===== src/hw/rtl/ultrasonic_range_kalman_defines.svh =====
// Assertion macros shared by the ultrasonic ranging RTL.
// Needs a clock i_clk and an active-low reset i_rst_n in the including module.
`ifndef ULTRASONIC_RANGE_KALMAN_DEFINES_SVH
`define ULTRASONIC_RANGE_KALMAN_DEFINES_SVH

// same-cycle implication
`define URK_ASSERT_IMM(lbl, ante, cons, msg) \
    lbl: assert property (@(posedge i_clk) disable iff (!i_rst_n) (ante) |-> (cons)) \
        else $error(msg);

// next-cycle implication
`define URK_ASSERT_NXT(lbl, ante, cons, msg) \
    lbl: assert property (@(posedge i_clk) disable iff (!i_rst_n) (ante) |=> (cons)) \
        else $error(msg);

`endif


===== src/hw/rtl/urk_pkg.sv =====
// Package for the ultrasonic ranging block: widths, constants and shared types.
// No dependencies.
`default_nettype none

package urk_pkg;

    localparam int TRIGGER_TICKS = 10;
    localparam int SENSOR_COUNT  = 3;
    localparam int FRAC_BITS     = 16;

    localparam int SENSOR_W = 2;
    localparam int LEVEL_W  = 3;
    localparam int TICK_W   = 20;
    localparam int NOISE_W  = 16;
    localparam int RAW_W    = 18;
    localparam int EST_W    = RAW_W + FRAC_BITS;
    localparam int COV_W    = 40;
    localparam int DEN_W    = COV_W + 1;
    localparam int REM_W    = COV_W + 2;
    localparam int ALU_W    = COV_W + FRAC_BITS + 2;
    localparam int CNT_W    = $clog2(FRAC_BITS + 2);

    // raw = floor(width * 17 / 100) = (width * ceil(17 * 2^32 / 100)) >> 32 for 20-bit widths
    localparam int RAW_MUL_W   = 30;
    localparam int RAW_SHIFT   = 32;
    localparam logic [RAW_MUL_W-1:0] RAW_MUL = 30'd730144441;

    localparam int PADDR_W = 4;
    localparam int PDATA_W = 32;

    localparam logic [TICK_W-1:0]  TIMEOUT_RST = 20'd50000;
    localparam logic [NOISE_W-1:0] MNOISE_RST  = 16'd40;
    localparam logic [NOISE_W-1:0] PNOISE_RST  = 16'd10;

    localparam logic CMD_TICK  = 1'b0;
    localparam logic CMD_START = 1'b1;

    typedef enum logic [1:0] {
        REG_TIMEOUT = 2'd0,
        REG_MNOISE  = 2'd1,
        REG_PNOISE  = 2'd2
    } t_reg_idx;

    typedef struct packed {
        logic [TICK_W-1:0]  timeout;
        logic [NOISE_W-1:0] mnoise;
        logic [NOISE_W-1:0] pnoise;
    } t_cfg;

    typedef enum logic {
        ALU_ADD,
        ALU_SUB
    } t_alu_op;

    typedef struct packed {
        logic [ALU_W-1:0] a;
        logic [ALU_W-1:0] b;
        t_alu_op          op;
    } t_alu_req;

    typedef struct packed {
        logic [ALU_W-1:0] res;
        logic             carry;   // on subtract: a >= b
    } t_alu_rsp;

endpackage

`default_nettype wire


===== src/hw/rtl/urk_in_if.sv =====
// Input channel: one command or tick word with valid/ready.
// Depends on urk_pkg.
`default_nettype none

interface urk_in_if import urk_pkg::*; ();
    logic                valid;
    logic                ready;
    logic                command;
    logic [SENSOR_W-1:0] sensor;
    logic [LEVEL_W-1:0]  echo_levels;

    modport source (output valid, output command, output sensor, output echo_levels,
                    input ready);
    modport sink   (input valid, input command, input sensor, input echo_levels,
                    output ready);
endinterface

`default_nettype wire


===== src/hw/rtl/urk_out_if.sv =====
// Output channel: one status/result word with valid/ready.
// Depends on urk_pkg.
`default_nettype none

interface urk_out_if import urk_pkg::*; ();
    logic             valid;
    logic             ready;
    logic             trigger;
    logic             busy_res;
    logic             done_res;
    logic [RAW_W-1:0] raw_distance;
    logic [RAW_W-1:0] kalman_distance;

    modport source (output valid, output trigger, output busy_res, output done_res,
                    output raw_distance, output kalman_distance, input ready);
    modport sink   (input valid, input trigger, input busy_res, input done_res,
                    input raw_distance, input kalman_distance, output ready);
endinterface

`default_nettype wire


===== src/hw/rtl/urk_regs.sv =====
// APB configuration registers: echo timeout, measurement and process noise.
// Depends on urk_pkg.
`default_nettype none

module urk_regs import urk_pkg::*; (
    input  logic               i_clk,
    input  logic               i_rst_n,
    input  logic               psel,
    input  logic               penable,
    input  logic               pwrite,
    input  logic [PADDR_W-1:0] paddr,
    input  logic [PDATA_W-1:0] pwdata,
    output logic [PDATA_W-1:0] prdata,
    output logic               pready,
    output t_cfg               o_cfg
);

    logic [TICK_W-1:0]  r_timeout;
    logic [NOISE_W-1:0] r_mnoise;
    logic [NOISE_W-1:0] r_pnoise;
    logic [1:0]         w_idx;
    logic               w_wr;

    assign w_idx  = paddr[PADDR_W-1:2];
    assign w_wr   = psel && penable && pwrite;
    assign pready = 1'b1;

    always_ff @(posedge i_clk) begin
        if (!i_rst_n) begin
            r_timeout <= TIMEOUT_RST;
            r_mnoise  <= MNOISE_RST;
            r_pnoise  <= PNOISE_RST;
        end else if (w_wr) begin
            case (w_idx)
                REG_TIMEOUT: r_timeout <= pwdata[TICK_W-1:0];
                REG_MNOISE:  r_mnoise  <= pwdata[NOISE_W-1:0];
                REG_PNOISE:  r_pnoise  <= pwdata[NOISE_W-1:0];
                default: ;
            endcase
        end
    end

    always_comb begin
        case (w_idx)
            REG_TIMEOUT: prdata = PDATA_W'(r_timeout);
            REG_MNOISE:  prdata = PDATA_W'(r_mnoise);
            REG_PNOISE:  prdata = PDATA_W'(r_pnoise);
            default:     prdata = '0;
        endcase
    end

    assign o_cfg.timeout = r_timeout;
    assign o_cfg.mnoise  = r_mnoise;
    assign o_cfg.pnoise  = r_pnoise;

endmodule

`default_nettype wire


===== src/hw/rtl/urk_alu.sv =====
// Shared add/subtract unit of the filter datapath; carry out doubles as a >= b.
// Depends on urk_pkg.
`default_nettype none

module urk_alu import urk_pkg::*; (
    input  t_alu_req i_req,
    output t_alu_rsp o_rsp
);

    logic             w_sub;
    logic [ALU_W-1:0] w_b;
    logic [ALU_W:0]   w_full;

    assign w_sub  = (i_req.op == ALU_SUB);
    assign w_b    = w_sub ? ~i_req.b : i_req.b;
    assign w_full = {1'b0, i_req.a} + {1'b0, w_b} + {{ALU_W{1'b0}}, w_sub};

    assign o_rsp.res   = w_full[ALU_W-1:0];
    assign o_rsp.carry = w_full[ALU_W];

endmodule

`default_nettype wire


===== src/hw/rtl/urk_filter.sv =====
// Scalar Kalman update sequencer: restoring divide for the gain and two
// shift-add multiplies, all through one urk_alu. Depends on urk_pkg, urk_alu.
`default_nettype none
`include "ultrasonic_range_kalman_defines.svh"

module urk_filter import urk_pkg::*; (
    input  logic              i_clk,
    input  logic              i_rst_n,
    input  logic              i_start,
    input  logic [TICK_W-1:0] i_pw,
    input  t_cfg              i_cfg,
    output logic              o_busy,
    output logic              o_done,
    output logic [RAW_W-1:0]  o_raw,
    output logic [RAW_W-1:0]  o_filt
);

    typedef enum logic [3:0] {
        F_IDLE, F_DEN, F_DIV, F_DIFF, F_NEG, F_MUL1, F_EST, F_MUL2, F_COV, F_DONE
    } t_fstate;

    t_fstate                 r_state, n_state;
    logic [COV_W-1:0]        r_cov, n_cov;
    logic [EST_W-1:0]        r_est, n_est;
    logic [RAW_W-1:0]        r_raw, n_raw;
    logic [DEN_W-1:0]        r_den, n_den;
    logic                    r_den_zero, n_den_zero;
    logic [REM_W-1:0]        r_rem, n_rem;
    logic [FRAC_BITS-1:0]    r_k, n_k;
    logic [CNT_W-1:0]        r_cnt, n_cnt;
    logic                    r_neg, n_neg;
    logic [ALU_W-1:0]        r_acc, n_acc;
    logic [ALU_W-1:0]        r_mcand, n_mcand;
    logic [FRAC_BITS:0]      r_mplier, n_mplier;

    logic [TICK_W+RAW_MUL_W-1:0] w_raw_prod;
    logic [EST_W-1:0]            w_u;
    logic [FRAC_BITS:0]          w_kc;
    logic                        w_mul_last;
    t_alu_req                    w_req;
    t_alu_rsp                    w_rsp;

    urk_alu u_alu (
        .i_req (w_req),
        .o_rsp (w_rsp)
    );

    assign w_raw_prod = i_pw * RAW_MUL;
    assign w_u        = {r_raw, {FRAC_BITS{1'b0}}};
    assign w_kc       = {1'b1, {FRAC_BITS{1'b0}}} - {1'b0, r_k};
    assign w_mul_last = (r_state == F_MUL1) ? (r_cnt == CNT_W'(FRAC_BITS - 1))
                                            : (r_cnt == CNT_W'(FRAC_BITS));

    // operand select for the shared adder
    always_comb begin
        w_req.a  = '0;
        w_req.b  = '0;
        w_req.op = ALU_ADD;
        case (r_state)
            F_DEN: begin
                w_req.a = ALU_W'(r_cov);
                w_req.b = ALU_W'({i_cfg.mnoise, {FRAC_BITS{1'b0}}});
            end
            F_DIV: begin
                w_req.a  = ALU_W'({r_rem, 1'b0});
                w_req.b  = ALU_W'(r_den);
                w_req.op = ALU_SUB;
            end
            F_DIFF: begin
                w_req.a  = ALU_W'(w_u);
                w_req.b  = ALU_W'(r_est);
                w_req.op = ALU_SUB;
            end
            F_NEG: begin
                w_req.a  = ALU_W'(r_est);
                w_req.b  = ALU_W'(w_u);
                w_req.op = ALU_SUB;
            end
            F_MUL1, F_MUL2: begin
                w_req.a = r_acc;
                w_req.b = r_mplier[0] ? r_mcand : '0;
            end
            F_EST: begin
                w_req.a  = ALU_W'(r_est);
                w_req.b  = ALU_W'(r_acc[ALU_W-1:FRAC_BITS]);
                w_req.op = r_neg ? ALU_SUB : ALU_ADD;
            end
            F_COV: begin
                w_req.a = ALU_W'(r_acc[ALU_W-1:FRAC_BITS]);
                w_req.b = ALU_W'({i_cfg.pnoise, {FRAC_BITS{1'b0}}});
            end
            default: ;
        endcase
    end

    always_comb begin
        n_state    = r_state;
        n_cov      = r_cov;
        n_est      = r_est;
        n_raw      = r_raw;
        n_den      = r_den;
        n_den_zero = r_den_zero;
        n_rem      = r_rem;
        n_k        = r_k;
        n_cnt      = r_cnt;
        n_neg      = r_neg;
        n_acc      = r_acc;
        n_mcand    = r_mcand;
        n_mplier   = r_mplier;
        case (r_state)
            F_IDLE: begin
                if (i_start) begin
                    n_raw   = w_raw_prod[RAW_SHIFT+RAW_W-1:RAW_SHIFT];
                    n_state = F_DEN;
                end
            end
            F_DEN: begin
                n_den      = w_rsp.res[DEN_W-1:0];
                n_den_zero = (w_rsp.res[DEN_W-1:0] == '0);
                n_rem      = REM_W'(r_cov);
                n_k        = '0;
                n_cnt      = '0;
                n_state    = F_DIV;
            end
            F_DIV: begin
                if (w_rsp.carry) begin
                    n_rem = w_rsp.res[REM_W-1:0];
                    n_k   = {r_k[FRAC_BITS-2:0], 1'b1};
                end else begin
                    n_rem = {r_rem[REM_W-2:0], 1'b0};
                    n_k   = {r_k[FRAC_BITS-2:0], 1'b0};
                end
                n_cnt = r_cnt + CNT_W'(1);
                if (r_cnt == CNT_W'(FRAC_BITS - 1)) begin
                    if (r_den_zero) begin
                        n_k = '0;   // no covariance and no noise: gain zero
                    end
                    n_state = F_DIFF;
                end
            end
            F_DIFF, F_NEG: begin
                if (r_state == F_DIFF && !w_rsp.carry) begin
                    n_neg   = 1'b1;
                    n_state = F_NEG;
                end else begin
                    if (r_state == F_DIFF) begin
                        n_neg = 1'b0;
                    end
                    n_mcand  = ALU_W'(w_rsp.res[EST_W-1:0]);
                    n_mplier = {1'b0, r_k};
                    n_acc    = '0;
                    n_cnt    = '0;
                    n_state  = F_MUL1;
                end
            end
            F_MUL1, F_MUL2: begin
                n_acc    = w_rsp.res;
                n_mcand  = {r_mcand[ALU_W-2:0], 1'b0};
                n_mplier = {1'b0, r_mplier[FRAC_BITS:1]};
                n_cnt    = r_cnt + CNT_W'(1);
                if (w_mul_last) begin
                    n_state = (r_state == F_MUL1) ? F_EST : F_COV;
                end
            end
            F_EST: begin
                n_est    = w_rsp.res[EST_W-1:0];
                n_mcand  = ALU_W'(r_cov);
                n_mplier = w_kc;
                n_acc    = '0;
                n_cnt    = '0;
                n_state  = F_MUL2;
            end
            F_COV: begin
                n_cov   = w_rsp.res[COV_W-1:0];
                n_state = F_DONE;
            end
            F_DONE: n_state = F_IDLE;
            default: n_state = F_IDLE;
        endcase
    end

    always_ff @(posedge i_clk) begin
        if (!i_rst_n) begin
            r_state <= F_IDLE;
            r_cov   <= '0;
            r_est   <= '0;
        end else begin
            r_state    <= n_state;
            r_cov      <= n_cov;
            r_est      <= n_est;
            r_raw      <= n_raw;
            r_den      <= n_den;
            r_den_zero <= n_den_zero;
            r_rem      <= n_rem;
            r_k        <= n_k;
            r_cnt      <= n_cnt;
            r_neg      <= n_neg;
            r_acc      <= n_acc;
            r_mcand    <= n_mcand;
            r_mplier   <= n_mplier;
        end
    end

    assign o_busy = (r_state != F_IDLE);
    assign o_done = (r_state == F_DONE);
    assign o_raw  = r_raw;
    assign o_filt = r_est[EST_W-1:FRAC_BITS];

    // partial remainder never exceeds the divisor
    `URK_ASSERT_IMM(a_rem_bounded, r_state == F_DIV, r_rem <= REM_W'(r_den), "remainder above divisor")
    // the estimate moves toward the measurement and never past it
    `URK_ASSERT_NXT(a_est_no_over_up, r_state == F_EST && !r_neg, r_est <= w_u, "estimate overshoot up")
    `URK_ASSERT_NXT(a_est_no_over_dn, r_state == F_EST && r_neg, r_est >= w_u, "estimate overshoot down")

endmodule

`default_nettype wire


===== src/hw/rtl/ultrasonic_range_kalman.sv =====
// Flow: a word that does not end a measurement passes through the publish state into the
//   output register; the next word is taken once that result is in the output register.
// A word that ends a measurement runs the Kalman update on the shared 58-bit adder (16 divide
//   steps, 16 + 17 shift-add steps) before its result is offered.
// Reset (synchronous, active low): phase idle, estimate and covariance zero, registers to
//   timeout 50000, R 40, Q 10. No clearing pass.
`default_nettype none
`include "ultrasonic_range_kalman_defines.svh"

module ultrasonic_range_kalman import urk_pkg::*; (
    input  logic               i_clk,
    input  logic               i_rst_n,
    urk_in_if.sink             i_req,
    urk_out_if.source          o_res,
    input  logic               psel,
    input  logic               penable,
    input  logic               pwrite,
    input  logic [PADDR_W-1:0] paddr,
    input  logic [PDATA_W-1:0] pwdata,
    output logic [PDATA_W-1:0] prdata,
    output logic               pready
);

    typedef enum logic [1:0] {PH_IDLE, PH_TRIG, PH_RISE, PH_HIGH} t_phase;
    typedef enum logic [1:0] {ST_IN, ST_FILT, ST_PUB} t_state;

    typedef struct packed {
        logic             trigger;
        logic             busy_res;
        logic             done_res;
        logic [RAW_W-1:0] raw_distance;
        logic [RAW_W-1:0] kalman_distance;
    } t_res;

    t_cfg                    w_cfg;
    t_phase                  r_phase, n_phase;
    logic [SENSOR_W-1:0]     r_sel, n_sel;
    logic [TICK_W-1:0]       r_pt, n_pt;
    logic [TICK_W-1:0]       r_pw, n_pw;
    t_state                  r_state;
    logic                    r_go;
    t_res                    r_res;
    t_res                    r_odata;
    logic                    r_ovalid;

    logic                    w_fire;
    logic                    w_fin;
    logic                    w_inv;
    logic                    w_echo;
    logic                    w_lt;
    logic [TICK_W-1:0]       w_pt_inc;
    logic [(1<<SENSOR_W)-1:0] w_lv_ext;
    logic                    w_fbusy;
    logic                    w_fdone;
    logic [RAW_W-1:0]        w_fraw;
    logic [RAW_W-1:0]        w_ffilt;
    logic                    w_pub;

    urk_regs u_regs (
        .i_clk   (i_clk),
        .i_rst_n (i_rst_n),
        .psel    (psel),
        .penable (penable),
        .pwrite  (pwrite),
        .paddr   (paddr),
        .pwdata  (pwdata),
        .prdata  (prdata),
        .pready  (pready),
        .o_cfg   (w_cfg)
    );

    urk_filter u_filter (
        .i_clk   (i_clk),
        .i_rst_n (i_rst_n),
        .i_start (r_go),
        .i_pw    (r_pw),
        .i_cfg   (w_cfg),
        .o_busy  (w_fbusy),
        .o_done  (w_fdone),
        .o_raw   (w_fraw),
        .o_filt  (w_ffilt)
    );

    assign i_req.ready = (r_state == ST_IN);
    assign w_fire      = i_req.valid && i_req.ready;
    assign w_lv_ext    = (1 << SENSOR_W)'(i_req.echo_levels);
    assign w_echo      = w_lv_ext[r_sel];
    assign w_pt_inc    = r_pt + TICK_W'(1);
    assign w_lt        = (r_pt < w_cfg.timeout);

    // echo timing for one word
    always_comb begin
        n_phase = r_phase;
        n_sel   = r_sel;
        n_pt    = r_pt;
        n_pw    = r_pw;
        w_fin   = 1'b0;
        w_inv   = 1'b0;
        if (i_req.command == CMD_START) begin
            if (r_phase == PH_IDLE) begin
                if (i_req.sensor >= SENSOR_W'(SENSOR_COUNT)) begin
                    w_inv = 1'b1;
                end else begin
                    n_sel   = i_req.sensor;
                    n_phase = PH_TRIG;
                    n_pt    = '0;
                    n_pw    = '0;
                end
            end
        end else begin
            case (r_phase)
                PH_TRIG: begin
                    if (w_pt_inc >= TICK_W'(TRIGGER_TICKS)) begin
                        n_phase = PH_RISE;
                        n_pt    = '0;
                    end else begin
                        n_pt = w_pt_inc;
                    end
                end
                PH_RISE: begin
                    if (!w_echo && w_lt) begin
                        n_pt = w_pt_inc;
                        if (w_pt_inc >= w_cfg.timeout) begin
                            n_phase = PH_HIGH;
                            n_pt    = '0;
                            n_pw    = '0;
                        end
                    end else begin
                        n_phase = PH_HIGH;
                        n_pt    = '0;
                        n_pw    = '0;
                        // rising tick already counts as the first high tick
                        if (w_echo && w_cfg.timeout != '0) begin
                            n_pt = TICK_W'(1);
                            n_pw = TICK_W'(1);
                            if (w_cfg.timeout <= TICK_W'(1)) begin
                                w_fin = 1'b1;
                            end
                        end else begin
                            w_fin = 1'b1;
                        end
                    end
                end
                PH_HIGH: begin
                    if (w_echo && w_lt) begin
                        n_pt = w_pt_inc;
                        n_pw = w_pt_inc;
                        if (w_pt_inc >= w_cfg.timeout) begin
                            w_fin = 1'b1;
                        end
                    end else begin
                        w_fin = 1'b1;
                    end
                end
                default: ;
            endcase
        end
        if (w_fin) begin
            n_phase = PH_IDLE;
            n_pt    = '0;
        end
    end

    assign w_pub = (r_state == ST_PUB) && (!r_ovalid || o_res.ready);

    always_ff @(posedge i_clk) begin
        if (!i_rst_n) begin
            r_phase  <= PH_IDLE;
            r_sel    <= '0;
            r_pt     <= '0;
            r_pw     <= '0;
            r_state  <= ST_IN;
            r_go     <= 1'b0;
            r_ovalid <= 1'b0;
        end else begin
            r_go <= w_fire && w_fin;
            if (w_pub) begin
                r_ovalid <= 1'b1;
            end else if (o_res.ready) begin
                r_ovalid <= 1'b0;
            end
            case (r_state)
                ST_IN: begin
                    if (w_fire) begin
                        r_phase               <= n_phase;
                        r_sel                 <= n_sel;
                        r_pt                  <= n_pt;
                        r_pw                  <= n_pw;
                        r_res.trigger         <= (n_phase == PH_TRIG);
                        r_res.busy_res        <= (n_phase != PH_IDLE);
                        r_res.done_res        <= w_fin || w_inv;
                        r_res.raw_distance    <= '0;
                        r_res.kalman_distance <= '0;
                        r_state               <= w_fin ? ST_FILT : ST_PUB;
                    end
                end
                ST_FILT: begin
                    if (w_fdone) begin
                        r_res.raw_distance    <= w_fraw;
                        r_res.kalman_distance <= w_ffilt;
                        r_state               <= ST_PUB;
                    end
                end
                ST_PUB: begin
                    if (w_pub) begin
                        r_odata <= r_res;
                        r_state <= ST_IN;
                    end
                end
                default: r_state <= ST_IN;
            endcase
        end
    end

    assign o_res.valid           = r_ovalid;
    assign o_res.trigger         = r_odata.trigger;
    assign o_res.busy_res        = r_odata.busy_res;
    assign o_res.done_res        = r_odata.done_res;
    assign o_res.raw_distance    = r_odata.raw_distance;
    assign o_res.kalman_distance = r_odata.kalman_distance;

    `URK_ASSERT_NXT(a_one_word_at_a_time, w_fire, !i_req.ready, "input taken while a word is in work")
    `URK_ASSERT_IMM(a_fdone_in_filt, w_fdone, r_state == ST_FILT, "filter done outside filter wait")
    `URK_ASSERT_IMM(a_start_when_idle, r_go, !w_fbusy, "filter started while busy")
    `URK_ASSERT_IMM(a_done_not_busy, r_ovalid && r_odata.done_res, !r_odata.busy_res, "done word still busy")

endmodule

`default_nettype wire

===== src/flat_wrapper.sv =====
// flat-port wrapper written by rule: the top's interface ports become plain ports
module ultrasonic_range_kalman_flat import urk_pkg::*;
  (i_clk, i_rst_n, psel, penable, pwrite, paddr, pwdata, prdata, pready, i_req_valid, i_req_command, i_req_sensor, i_req_echo_levels, i_req_ready, o_res_valid, o_res_trigger, o_res_busy_res, o_res_done_res, o_res_raw_distance, o_res_kalman_distance, o_res_ready);
  urk_in_if i_req_i ();
  urk_out_if o_res_i ();
  input  logic i_clk;
  input  logic i_rst_n;
  input  logic psel;
  input  logic penable;
  input  logic pwrite;
  input  logic [PADDR_W-1:0] paddr;
  input  logic [PDATA_W-1:0] pwdata;
  output logic [PDATA_W-1:0] prdata;
  output logic pready;
  input wire logic [$bits(i_req_i.valid)-1:0] i_req_valid;
  input wire logic [$bits(i_req_i.command)-1:0] i_req_command;
  input wire logic [$bits(i_req_i.sensor)-1:0] i_req_sensor;
  input wire logic [$bits(i_req_i.echo_levels)-1:0] i_req_echo_levels;
  output wire logic [$bits(i_req_i.ready)-1:0] i_req_ready;
  output wire logic [$bits(o_res_i.valid)-1:0] o_res_valid;
  output wire logic [$bits(o_res_i.trigger)-1:0] o_res_trigger;
  output wire logic [$bits(o_res_i.busy_res)-1:0] o_res_busy_res;
  output wire logic [$bits(o_res_i.done_res)-1:0] o_res_done_res;
  output wire logic [$bits(o_res_i.raw_distance)-1:0] o_res_raw_distance;
  output wire logic [$bits(o_res_i.kalman_distance)-1:0] o_res_kalman_distance;
  input wire logic [$bits(o_res_i.ready)-1:0] o_res_ready;
  assign i_req_i.valid = i_req_valid;
  assign i_req_i.command = i_req_command;
  assign i_req_i.sensor = i_req_sensor;
  assign i_req_i.echo_levels = i_req_echo_levels;
  assign i_req_ready = i_req_i.ready;
  assign o_res_valid = o_res_i.valid;
  assign o_res_trigger = o_res_i.trigger;
  assign o_res_busy_res = o_res_i.busy_res;
  assign o_res_done_res = o_res_i.done_res;
  assign o_res_raw_distance = o_res_i.raw_distance;
  assign o_res_kalman_distance = o_res_i.kalman_distance;
  assign o_res_i.ready = o_res_ready;
  ultrasonic_range_kalman u_core (.i_clk(i_clk), .i_rst_n(i_rst_n), .i_req(i_req_i), .o_res(o_res_i), .psel(psel), .penable(penable), .pwrite(pwrite), .paddr(paddr), .pwdata(pwdata), .prdata(prdata), .pready(pready));
endmodule

===== config.mk =====
export PLATFORM = sky130hd
export DESIGN_NAME = ultrasonic_range_kalman_flat
export DESIGN_NICKNAME = d
export VERILOG_FILES = /design/src/hw/rtl/urk_pkg.sv /design/src/hw/rtl/urk_in_if.sv /design/src/hw/rtl/urk_out_if.sv /design/src/hw/rtl/urk_regs.sv /design/src/hw/rtl/urk_alu.sv /design/src/hw/rtl/urk_filter.sv /design/src/hw/rtl/ultrasonic_range_kalman.sv /design/src/flat_wrapper.sv
export VERILOG_INCLUDE_DIRS = /design/src /design/src/hw/rtl
export SDC_FILE = /design/constraint.sdc
export NUM_CORES = 2
export LEC_CHECK = 0
export BUFFER_PORTS_ARGS = -buffer_cell sky130_fd_sc_hd__buf_2
export CORE_MARGIN = 1.5
export CORE_UTILIZATION = 60
export CTS_CLUSTER_DIAMETER = 150
export CTS_CLUSTER_SIZE = 16
export DETAILED_ROUTE_END_ITERATION = 7
export GPL_TIMING_DRIVEN = 0
export PLACE_DENSITY = 0.83
export SETUP_SLACK_MARGIN = 0.5
export SLEW_MARGIN = 20
export SYNTH_ARGS = -nofsm -noshare
export SYNTH_HDL_FRONTEND = slang
export SYNTH_HIERARCHICAL = 1
export SYNTH_SLANG_ARGS = --single-unit

===== constraint.sdc =====
create_clock -name i_clk -period 16.2 [get_ports i_clk]
set_clock_uncertainty 0.05 [all_clocks]
set_input_delay 3.24 -clock i_clk [delete_from_list [all_inputs] [get_ports i_clk]]
set_output_delay 3.24 -clock i_clk [all_outputs]
set_load 0.1 [all_outputs]

==> results summary <==
The flow ran to the end, but the final reports show violations. The checks that failed: design-rule violations. For this run, the total global-route usage over all layers was measured as a little under 40%. The hold buffer count at CTS is 0. During I/O placement, the number of pins put on the boundary was 123. Headroom to the max-slew limit came out at 10.2%. The switching part of the total power is 38.1%. The clock edge transition at the registers on the reported setup and hold paths came out at 0.08 ns. The number of global-route vias before repair is 31,779. The mean post-synth cell area is 9.82 µm². The number of distinct library cells after synthesis is 105. The height of the die came out at 256 µm. The number of buffers on the longest clock path came out at 3. The data arrival at the endpoint of the critical path came out at about 9.7 ns.

For the final routed database, the setup TNS stands at 0 ns. Measured in cells, the most critical reg-to-reg path has a length of 27. The share of total power dissipated in combinational logic is approximately a third.

Setup violations remaining at the end of the flow were counted as 0. The wire length of the first global-routing pass is 192,000 µm. The average wire per cell in the routed design is 25.9 µm. IR analysis of the VDD net gives a maximum drop of around 83 µV.

The number of hold-slack violations in the final timing report is 0. The number of input and output port buffers inserted came out at 94. The leakage power total is 18.5 nW.

The later-pin clock latency in the skew report is 0.61 ns. The row count came out at 92. The core occupancy in the finished layout came out at between 60 and 70%.

The share of cells above drive strength 1 is between 6 and 7%. The number of detailed-routing iterations run before antenna repair came out at 8. TritonCTS built the clock tree. The effective utilization at floorplan is 60.7%.

In this run the cell area of the synthesized design comes to between 30,000 and 40,000 µm². The net total in the final layout is about 4,600. The worst setup path is of the register to register kind.

The max-cap check violation count came out at 0. The DRC marker count from the first detailed-route iteration came out at 4,663. At the pin with the least slew margin, the transition time is 1.34 ns. The number of register bits inferred by synthesis came out at 513. The largest single stage delay on the critical path is 0.85 ns. The via density per instance came out at 6.56.

The overall overflow remaining after global route came out at 0. Ranked by total cell area, the synthesized netlist is headed by edfxtp_1 (26%), ha_1 (11%), fa_1 (10%). The sequential cell area is 13,600 µm².

The total die area is 65,500 µm². The tree is rooted in a clkbuf_16. The startpoint type of the worst setup path is a register. edfxtp_1 takes more of the synthesized area than any other cell. The cell depth of the worst hold path came out at 0.

The worst setup path is captured at a register. The share of the yosys chip area belonging to registers came out at around 35%. In this run the remaining antenna-violating nets after routing total 0.

The HPWL after detailed placement is 99,000 µm. The most common flop cell mapped by yosys is edfxtp_1. For this design, the slowest cell found on the critical path is clkbuf_1. The post-CTS setup repair buffer count came out at 0. The total of warnings raised by yosys is 6.

The share of synthesized area in the top cell type comes to 26.2%. Leaving out fill and tap cells, the most frequent cell in the layout is nand2_1. The total DRC errors in the routed layout came out at 6. Counting stages on the worst path, the most repeated cell is clkbuf_1. The power share of the clock group is between 20 and 30%. The shortest clock period the worst path allows after layout came out at between 9 and 10 ns. The number of H-tree levels came out at 2.

Summing over every cut layer, the via total after detailed routing is between 30,000 and 40,000. The number of antenna violations at the first check in global routing came out at 4. The die outline width is 256 µm. The maximum operating frequency came out at 106 MHz. The number of gates resized after CTS was 0. The core region is ~63,000 µm².

Summing all multi-input logic gate instances after layout gives 22,300 µm². Setup repair after global routing left no endpoint under its margin. The area growth from synthesis to layout came out at 7.72%. The share of total power dissipated in sequential elements is 41.3%. Of all nets on the critical path, the largest fanout is 26. The internal portion of the total power is 0.00229 W. In the finished design, the share of the clock period the worst path needs comes to 58.3%.

The top cell types in the final layout, fill and taps aside, are nand2_1 (555), inv_1 (399), ha_1 (336). The worst hold path belongs to the class register to register. The switching power of the nets came out at 0.00141 W.

Routability-driven placement finished with a final weighted congestion of 1.08. The critical path required time is approximately 16 ns. Once placement completed, the tool counted placed cells totaling 4,868. The routed wire length came out at 128,000 µm. The synthesized instance count is slightly below 4,000. The total of fill cells in the finished design came out at just under 5,000. Buffers inserted during clock tree synthesis total 38.

The synthesized design contains 335 enable-type register cells. Entering global routing, the biggest net connects 44 pins. After synthesis, the share of flip-flops with an asynchronous set or reset is 0%. For this design, the sink count on the clock tree is 513.

The number of max-slew violations in the final report is 0. Dividing total power by cell area gives a power density of 89.6 nW/µm². The count of cells in the finished layout, fillers not included, comes to between 4,000 and 5,000.
[final timing paths]
check,startpoint,end,slack (ns)
worst max-delay path,u_core/u_filter/r_state[0],u_core/u_filter/r_mcand[50],6.75
worst min-delay path,u_core/r_res[26],u_core/o_res.raw_distance[8],0.36
worst max register to register,u_core/u_filter/r_state[0],u_core/u_filter/r_mcand[50],6.75
worst min register to register,u_core/r_res[26],u_core/o_res.raw_distance[8],0.36
[metal layers]
layer / global-route usage, % / vias to the layer above / wire length [µm]
li1: - / 14088 / -
met1: 50.1 / 15559 / 48300
met2: 58.0 / 2224 / 54900
met3: 11.2 / 535 / 16200
met4: 21.3 / 4 / 8400
met5: 0 / - / 29
[cells in the mapped netlist (25+ instances only)]
library cell,number
nand2_1,555
inv_1,399
ha_1,336
edfxtp_1,335
fa_1,200
dfxtp_1,178
o21ai_0,166
mux2i_1,152
clkbuf_1,149
a21oi_1,141
and3_1,113
nor2_1,102
xor2_1,92
and2_1,81
a21boi_0,80
a22oi_1,70
xnor2_1,59
a21o_1,48
nor3_1,48
a221o_1,46
a222oi_1,40
nand4_1,40
buf_4,35
nand3_1,34
a22o_1,32
buf_1,25
[critical path, delay by kind of cell, from the launching register on]
kind / cells / cell delay (ns)
fa+ha+maj: 1 / 0.32
simple gates: 7 / 1.73
flops: 1 / 0.38
buf+inv: 11 / 4.62
xor+xnor: 1 / 0.32
compound gates: 6 / 1.48
mux: 1 / 0.19
[per-stage QoR]
step           hold WS, ns  power (W)  setup slack (ns)  instance area, µm²
4_1_cts              0.365    0.00363              7.29               41300
2_1_floorplan        0.350    0.00231              4.11               38400
3_3_place_gp         0.352    0.00269             -1.57               40000
3_5_place_dp         0.355    0.00271              7.31               40200
6_report             0.356    0.00371              6.75               41300
5_1_grt              0.377    0.00379              6.74               41300
[power groups by stage]
stage | registers [W] | logic, W | clock network, W
floorplan | 0.00157 | 0.000746 | 0
global placement | 0.00156 | 0.00113 | 0
detailed placement | 0.00156 | 0.00115 | 0
CTS | 0.00153 | 0.00115 | 0.000948
global route | 0.00153 | 0.00127 | 0.000992
finish | 0.00153 | 0.00123 | 0.000947
[registers in the layout (all words and copies together) (netlist names), 2 cells and up]
signal                        cells
u_core/u_filter/r_acc            58
u_core/u_filter/r_mcand          58
u_core/u_filter/r_rem            42
u_core/u_filter/r_den            41
u_core/u_filter/r_cov            40
u_core/r_res                     39
u_core/u_filter/r_est            34
u_core/r_pt                      20
u_core/r_pw                      20
u_core/u_regs/r_timeout          20
u_core/o_res.kalman_distance     18
u_core/o_res.raw_distance        18
u_core/u_filter/o_raw            18
u_core/u_filter/r_mplier         17
u_core/u_filter/r_k              16
u_core/u_regs/r_mnoise           16
u_core/u_regs/r_pnoise           16
u_core/u_filter/r_cnt             5
u_core/u_filter/r_state           4
u_core/r_phase                    2
u_core/r_sel                      2
u_core/r_state                    2
[layout make-up]
class	count	area share, %
diodes	2	0.0121
plain buffers	228	2.51
clock buffers	66	2.63
clock inverters	3	0.118
inverters	400	3.63
multi-input cells	2778	53.9
flip-flops and latches	513	33.0
well taps	846	2.56
repair buffers	103	1.68
[cells by family after synthesis]
family,count (synthesis),synth area share [%]
adder cells (fa/ha/maj),536,21.4
XOR/XNOR,151,3.45
flip-flops,513,35.5
AO/OA/AOI/OAI,815,15.0
multiplexers,156,4.08
AND/OR/NAND/NOR,1107,13.9
other,2,0.0196
buffers and inverters,628,6.61
Power figures use the tool's default switching activity.
